==> config.mk <==
export PLATFORM = sky130hd
export DESIGN_NAME = kst_front
export DESIGN_NICKNAME = d
export VERILOG_FILES = /design/src/rtl/kst_pkg.sv /design/src/rtl/kst_front.sv
export SDC_FILE = /design/constraint.sdc
export NUM_CORES = 1
export LEC_CHECK = 0
export ABC_CLOCK_PERIOD_IN_PS = 3900
export BUFFER_PORTS_ARGS = -buffer_cell sky130_fd_sc_hd__buf_2
export CAP_MARGIN = 20
export CELL_PAD_IN_SITES_DETAIL_PLACEMENT = 0
export CELL_PAD_IN_SITES_GLOBAL_PLACEMENT = 1
export CORE_ASPECT_RATIO = 0.5
export CORE_UTILIZATION = 35
export CTS_CLUSTER_DIAMETER = 60
export DETAILED_ROUTE_END_ITERATION = 12
export GPL_TIMING_DRIVEN = 0
export PLACE_DENSITY = 0.77
export SLEW_MARGIN = 40
export SYNTH_ARGS = -nofsm -noshare
export SYNTH_HDL_FRONTEND = slang
export SYNTH_SLANG_ARGS = --single-unit
export TNS_END_PERCENT = 50
==> constraint.sdc <==
create_clock -name aclk -period 3.9 [get_ports aclk]
set_input_delay 1.17 -clock aclk [delete_from_list [all_inputs] [get_ports aclk]]
set_output_delay 1.17 -clock aclk [all_outputs]
set_load 0.02 [all_outputs]
==> src/rtl/kst_pkg.sv <==
// Shared types and constants of the smoothed tilt sensor.
package kst_pkg;
    localparam int SAMPLE_W = 16;
    localparam int EST_W    = 24;
    localparam int COV_W    = 20;
    localparam int ANG_W    = 16;
    localparam int THR_W    = 15;
    localparam int CFG_IDX_W = 2;
    localparam int CFG_DATA_W = 20;
    localparam int ATAN_N   = 24;

    localparam logic [CFG_IDX_W-1:0] REG_PROCESS_NOISE     = 2'd0;
    localparam logic [CFG_IDX_W-1:0] REG_MEASUREMENT_NOISE = 2'd1;
    localparam logic [CFG_IDX_W-1:0] REG_TILT_THRESHOLD    = 2'd2;

    localparam logic [1:0] CLASS_LEVEL = 2'd0;
    localparam logic [1:0] CLASS_POS   = 2'd1;
    localparam logic [1:0] CLASS_NEG   = 2'd2;

    localparam logic signed [15:0] ANG_LIMIT = 16'sd23040;

    typedef struct packed {
        logic signed [SAMPLE_W-1:0] ax;
        logic signed [SAMPLE_W-1:0] ay;
        logic signed [SAMPLE_W-1:0] az;
    } sample_t;

    typedef struct packed {
        logic signed [EST_W-1:0] sx;
        logic signed [EST_W-1:0] sy;
        logic signed [EST_W-1:0] sz;
        logic signed [ANG_W-1:0] pitch;
        logic signed [ANG_W-1:0] roll;
        logic signed [ANG_W-1:0] yaw;
        logic [1:0]              pcls;
        logic [1:0]              rcls;
    } result_t;

    function automatic logic [21:0] atan_lut(input logic [4:0] i);
        logic [21:0] v;
        case (i)
            5'd0:  v = 22'd2949120;
            5'd1:  v = 22'd1740967;
            5'd2:  v = 22'd919879;
            5'd3:  v = 22'd466945;
            5'd4:  v = 22'd234379;
            5'd5:  v = 22'd117304;
            5'd6:  v = 22'd58666;
            5'd7:  v = 22'd29335;
            5'd8:  v = 22'd14668;
            5'd9:  v = 22'd7334;
            5'd10: v = 22'd3667;
            5'd11: v = 22'd1833;
            5'd12: v = 22'd917;
            5'd13: v = 22'd458;
            5'd14: v = 22'd229;
            5'd15: v = 22'd115;
            5'd16: v = 22'd57;
            5'd17: v = 22'd29;
            5'd18: v = 22'd14;
            5'd19: v = 22'd7;
            5'd20: v = 22'd4;
            5'd21: v = 22'd2;
            5'd22: v = 22'd1;
            default: v = 22'd0;
        endcase
        return v;
    endfunction
endpackage

==> src/rtl/kst_front.sv <==
// Input side: takes samples, sign-extends them and queues them for the core.
module kst_front
    import kst_pkg::*;
#(
    parameter int SAMPLE_BITS = 16
) (
    input  logic    aclk,
    input  logic    aresetn,
    input  logic    in_valid,
    output logic    in_ready,
    input  sample_t in_data,
    output logic    q_valid,
    input  logic    q_ready,
    output sample_t q_data
);
    sample_t    mem_reg [2];
    logic [1:0] wp_reg, rp_reg;
    logic [1:0] wp_next, rp_next;
    sample_t    ext;

    function automatic logic signed [SAMPLE_W-1:0] sx(input logic [SAMPLE_W-1:0] v);
        logic signed [SAMPLE_W-1:0] r;
        r = SAMPLE_W'(signed'(v[SAMPLE_BITS-1:0]));
        return r;
    endfunction

    always_comb begin
        ext.ax = sx(in_data.ax);
        ext.ay = sx(in_data.ay);
        ext.az = sx(in_data.az);
    end

    assign in_ready = (wp_reg - rp_reg) != 2'd2;
    assign q_valid  = wp_reg != rp_reg;
    assign q_data   = mem_reg[rp_reg[0]];
    assign wp_next  = wp_reg + 2'(in_valid && in_ready);
    assign rp_next  = rp_reg + 2'(q_valid && q_ready);

    always_ff @(posedge aclk) begin
        if (!aresetn) begin
            wp_reg <= '0;
            rp_reg <= '0;
        end else begin
            wp_reg <= wp_next;
            rp_reg <= rp_next;
        end
        if (in_valid && in_ready) begin
            mem_reg[wp_reg[0]] <= ext;
        end
    end
endmodule

-- Word-level counts from Yosys, hierarchy flattened
Memories as Yosys holds them, arrays and structs flattened. A register that Yosys moved wholly into a read port is not among the register bits.
Cells that the tools add are included.
- $add $sub $neg: 3
- equality and inequality tests: 2
- mux-type cells: 3
- reductions and logical operators: 2
- operator list (cell ; count):
    2-bit by 1-bit adder with 2-bit output ; 2
    1-bit two-way mux ; 3
    1-bit logical AND ; 2
    2-bit inequality test ; 1
    2-bit inequality test, second input constant ; 1
    2-bit subtractor ; 1
- register bits after elaboration: 4
- RAM bits: 96
- bits of input ports: 52
- output and inout port bits: 50
- memories kept: 1
- memory list (name ; depth ; width ; rd ports ; clocked after Yosys merged registers in ; wr ports ; line ; text):
    mem_reg ; 2 ; 48 ; 1 ; 1 ; 1 ; kst_front.sv:16 ; sample_t mem_reg [2];

-- Logic depth before layout (Yosys ltp)
- word-level depth: 5
- gate-level depth with buffers: 5
- depth with buffers taken out: 5

-- Worst setup path before layout
OpenSTA, ideal clock, no wires.
- path type: input port to flip-flop
- from: input in_valid
- to: register wp_reg[1]
- setup time: 0.115 ns
- arrival: 2.992 ns
- required time: 3.785 ns
- path slack: 0.793 ns
- cell stages on the path: 4
- path buffers: 0
- cells stage by stage: a21boi_0 > ha_1 > xor2_1 > and2_1
- longest elaborated chain between the ends: 2
- ends and longest elaborated chain (item ; line ; text):
    from (decl) ; kst_front.sv:9 ; input logic in_valid,
    1-bit logical AND ; kst_front.sv:36 ; assign wp_next = wp_reg + 2'(in_valid && in_ready);
    2-bit by 1-bit adder with 2-bit output ; kst_front.sv:36 ;
    to (signal assigned) ; kst_front.sv:44 ; wp_reg <= wp_next;
    to (decl) ; kst_front.sv:17 ; logic [1:0] wp_reg, rp_reg;
No other way between the ends.
A chain may end at the register's enable or synchronous reset.

==> results_tabular.tex <==
\begin{tabular}{lr}
\hline
Metric & Value \\
\hline
\multicolumn{2}{l}{\textbf{Status}} \\
\quad Outcome & finished, final reports clean \\
\multicolumn{2}{l}{\textbf{Worst setup path}} \\
\quad Critical Path Start Type & register \\
\quad Worst path required time & 2730 ps \\
\quad Kind of end point of the critical path & output pin \\
\quad Max Fanout on Critical Path & 10 \\
\quad Path type of the worst setup path & register to output pin \\
\quad Critical path data arrival time & about 1500 ps \\
\multicolumn{2}{l}{\textbf{Synthesis}} \\
\quad Warning count from the yosys run & 0 \\
\quad Cell area after synthesis & approximately 0.0038 mm2 \\
\quad Avg Cell Area, Syn & between 20 and 25 um2 \\
\quad Yosys cell types & 14 \\
\quad Cell accounting for the most synthesized area & sky130\_fd\_sc\_hd\_\_edfxtp\_1 \\
\quad Post-Synthesis Cells & 172 \\
\quad \#FFs+latches synth & about 100 \\
\quad Net Count, Synth & 227 \\
\quad Top area cells in the synthesized netlist & sky130\_fd\_sc\_hd\_\_edfxtp\_1 76\%, sky130\_fd\_sc\_hd\_\_mux2\_2 8.3\%, sky130\_fd\_sc\_hd\_\_mux2\_4 7.9\%, sky130\_fd\_sc\_hd\_\_dfxtp\_1 2.6\%, sky130\_fd\_sc\_hd\_\_ha\_1 0.99\% \\
\quad Proportion of netlist area held by the largest area contributor & 0.7624 \\
\quad Sequential area share after synthesis & 0.7889 \\
\multicolumn{2}{l}{\textbf{Global routing}} \\
\quad Largest net degree at the start of global routing & 42 \\
\quad Overall fraction of global-route tracks in use & 0.1145 \\
\quad Global-route wire length before repair & between 9 and 10 mm \\
\quad Initial antenna violation count & 0 \\
\quad Vias in the first global route & roughly 2000 \\
\quad GRT Residual Overflow & 0 \\
\multicolumn{2}{l}{\textbf{Clock network}} \\
\quad Post-CTS setup buffers & 0 \\
\quad Root buffer cell & sky130\_fd\_sc\_hd\_\_clkbuf\_16 \\
\quad CTS H-tree depth & 3 \\
\quad Clock-pin slew of the registers on the worst-case setup and hold paths & about 60 ps \\
\quad Total number of clock tree sinks & 101 \\
\quad CTS Buffer Depth & 2 \\
\quad Skew-Pair Late Insertion Delay & roughly 330 ps \\
\quad Post-CTS resize count & 0 \\
\quad TritonCTS clock tree & done \\
\quad Total CTS buffers & 9 \\
\quad Post-CTS Hold Buffers & 0 \\
\multicolumn{2}{l}{\textbf{Timing}} \\
\quad Finish-stage setup viols & 0 \\
\quad Final period util & 0.6891 \\
\quad Pins over their slew limit & 0 \\
\quad Unrepaired setup endpoints after global routing & false \\
\quad Hold violation count in the final report & 0 \\
\quad Worst Setup Slack, final & $\sim$1200 ps \\
\quad Achievable frequency & $\sim$370 MHz \\
\quad Largest clock skew in the final design & about 6.6 ps \\
\quad Setup\_tns & 0 ps \\
\quad Minimum clock period & about 2700 ps \\
\quad Slew at the pin with the worst max-slew slack & between 500 and 600 ps \\
\quad Headroom to the max-slew limit & 0.6113 \\
\multicolumn{2}{l}{\textbf{Route}} \\
\quad Number of DRC markers after the initial detailed-route iteration & 75 \\
\quad Routed WL per cell & 14.98 um \\
\quad 1st-pass router iterations & 4 \\
\quad Per-cell via count in the routed design & 4.401 \\
\quad Total vias in the final route & roughly 1900 \\
\quad Remaining antenna violation count & 0 \\
\quad \# DRC & 0 \\
\quad Final routed wirelength across all metal layers & about 6.5 mm \\
\multicolumn{2}{l}{\textbf{Placed design}} \\
\quad Placer's final routability congestion estimate & around 0.65 \\
\quad Placed insts & $\sim$420 \\
\quad Buffers added on ports & between 100 and 150 \\
\quad Detailed placer's ending HPWL & about 4.5 mm \\
\quad Worst slack after detailed placement & approximately 1200 ps \\
\quad Placed Instance Area & roughly 0.0045 mm2 \\
\multicolumn{2}{l}{\textbf{Final layout}} \\
\quad Post-layout util & 0.4650 \\
\quad Most frequent standard cell in the layout excluding fill and tap cells & sky130\_fd\_sc\_hd\_\_buf\_2 \\
\quad Diode insertion count for antenna repair & 0 \\
\quad Proportion of layout cells with a drive suffix above 1 & 0.5876 \\
\quad Storage element area & a little under 0.003 mm2 \\
\quad Most used cells in the layout excluding fill and tap cells & 103 x sky130\_fd\_sc\_hd\_\_buf\_2, 96 x sky130\_fd\_sc\_hd\_\_edfxtp\_1, 28 x sky130\_fd\_sc\_hd\_\_mux2\_2 \\
\quad Number of flip-flops in the largest register & between 90 and 100 \\
\quad Relative area change from synthesis to final layout & 27.23\% \\
\quad Summed area of non-filler cells in the final layout & approximately 0.0048 mm2 \\
\quad Total area of multi-input combinational cells & 775.7 um2 \\
\quad Net total in the final layout & $\sim$340 \\
\quad Fillers & about 900 \\
\quad Number of standard cells in the layout, taps in and fillers out & about 430 \\
\multicolumn{2}{l}{\textbf{Power}} \\
\quad Leak Pwr & approximately 1.8 nW \\
\quad Maximum ir drop on the vdd rail & just under 300 uV \\
\quad Power Density & 701.0 mW/mm2 \\
\multicolumn{2}{l}{\textbf{Die}} \\
\quad Number of cell rows & 26 \\
\quad Die Width & between 100 and 150 um \\
\quad I/O pin total & about 100 \\
\quad Starting utilization of the core area & 0.3655 \\
\quad Overall die area & roughly 0.011 mm2 \\
\quad DIE HEIGHT & 75.50 um \\
\quad Placeable Area & about 0.010 mm2 \\
\multicolumn{2}{l}{\textbf{Run}} \\
\quad Number of max-capacitance violations reported & 0 \\
\multicolumn{2}{l}{\textbf{Worst hold path}} \\
\quad Hold/Removal Path Class & register to register \\
\hline
\end{tabular}
[worst max-delay path: stages (launching register included)]
cell and delay (ps):
sky130_fd_sc_hd__dfxtp_1 350, sky130_fd_sc_hd__buf_6 170, sky130_fd_sc_hd__buf_6 190, sky130_fd_sc_hd__mux2_4 310, sky130_fd_sc_hd__buf_2 160
[final timing paths]
path | end | cells after the start | slack [ps] | startpoint
setup reg to reg | mem_reg[1][26]$_DFFE_PP_ | 4 | 1910 | wp_reg[0]$_SDFF_PN0_
hold reg to reg | rp_reg[0]$_SDFF_PN0_ | 2 | 650 | rp_reg[0]$_SDFF_PN0_
hold / removal | rp_reg[0]$_SDFF_PN0_ | 2 | 650 | rp_reg[0]$_SDFF_PN0_
setup / recovery | q_data[34] | 4 | 1210 | register
[final cells by class]
| type | instances | share of cell area |
|---|---|---|
| well taps | 140 | 0.03641 |
| inverters | 1 | 0.0007802 |
| repair buffers | 103 | 0.1134 |
| multi-input cells | 65 | 0.1612 |
| clock buffers | 11 | 0.04837 |
| plain buffers | 5 | 0.009103 |
| flip-flops and latches | 101 | 0.6200 |
| clock inverters | 5 | 0.01066 |
[metal layers]
metal	up-vias	global-route usage	wire (um)
li1	900	-	-
met1	954	0.1190	2488
met2	36	0.2202	3663
met3	7	0.04072	229
met4	0	0.04082	74
met5	-	0	0
[stage by stage]
step                      hold WS, ps  power (W)
after global placement          570.1   0.002528
after floorplan                 560.1   0.002230
after CTS                       652.4   0.003424
final                           647.7   0.003372
after detailed placement        633.0   0.002579
after global routing            674.0   0.003523
[logic make-up after synthesis]
family,share of synthesized area
XOR/XNOR,0.01158
AO/OA/AOI/OAI,0.003970
AND/OR/NAND/NOR,0.01026
buffers and inverters,0.01257
flip-flops,0.7889
multiplexers,0.1628
adder cells (fa/ha/maj),0.009928
[power by group]
part / switching, W / internal, W
registers: 0.0000469 / 0.00138
logic: 0.000617 / 0.000491
clock network: 0.000348 / 0.000493
total: 0.00101 / 0.00236
[cell usage after synthesis]
cell	number
sky130_fd_sc_hd__xnor2_1	2
sky130_fd_sc_hd__buf_6	3
sky130_fd_sc_hd__dfxtp_1	5
sky130_fd_sc_hd__inv_1	1
sky130_fd_sc_hd__edfxtp_1	96
sky130_fd_sc_hd__xor2_1	3
sky130_fd_sc_hd__nand2_1	2
sky130_fd_sc_hd__buf_2	2
sky130_fd_sc_hd__and2_1	4
sky130_fd_sc_hd__mux2_2	28
sky130_fd_sc_hd__mux2_4	20
sky130_fd_sc_hd__nor2b_1	1
sky130_fd_sc_hd__a21boi_0	2
sky130_fd_sc_hd__ha_1	3
(Power assumes the default switching activity.)
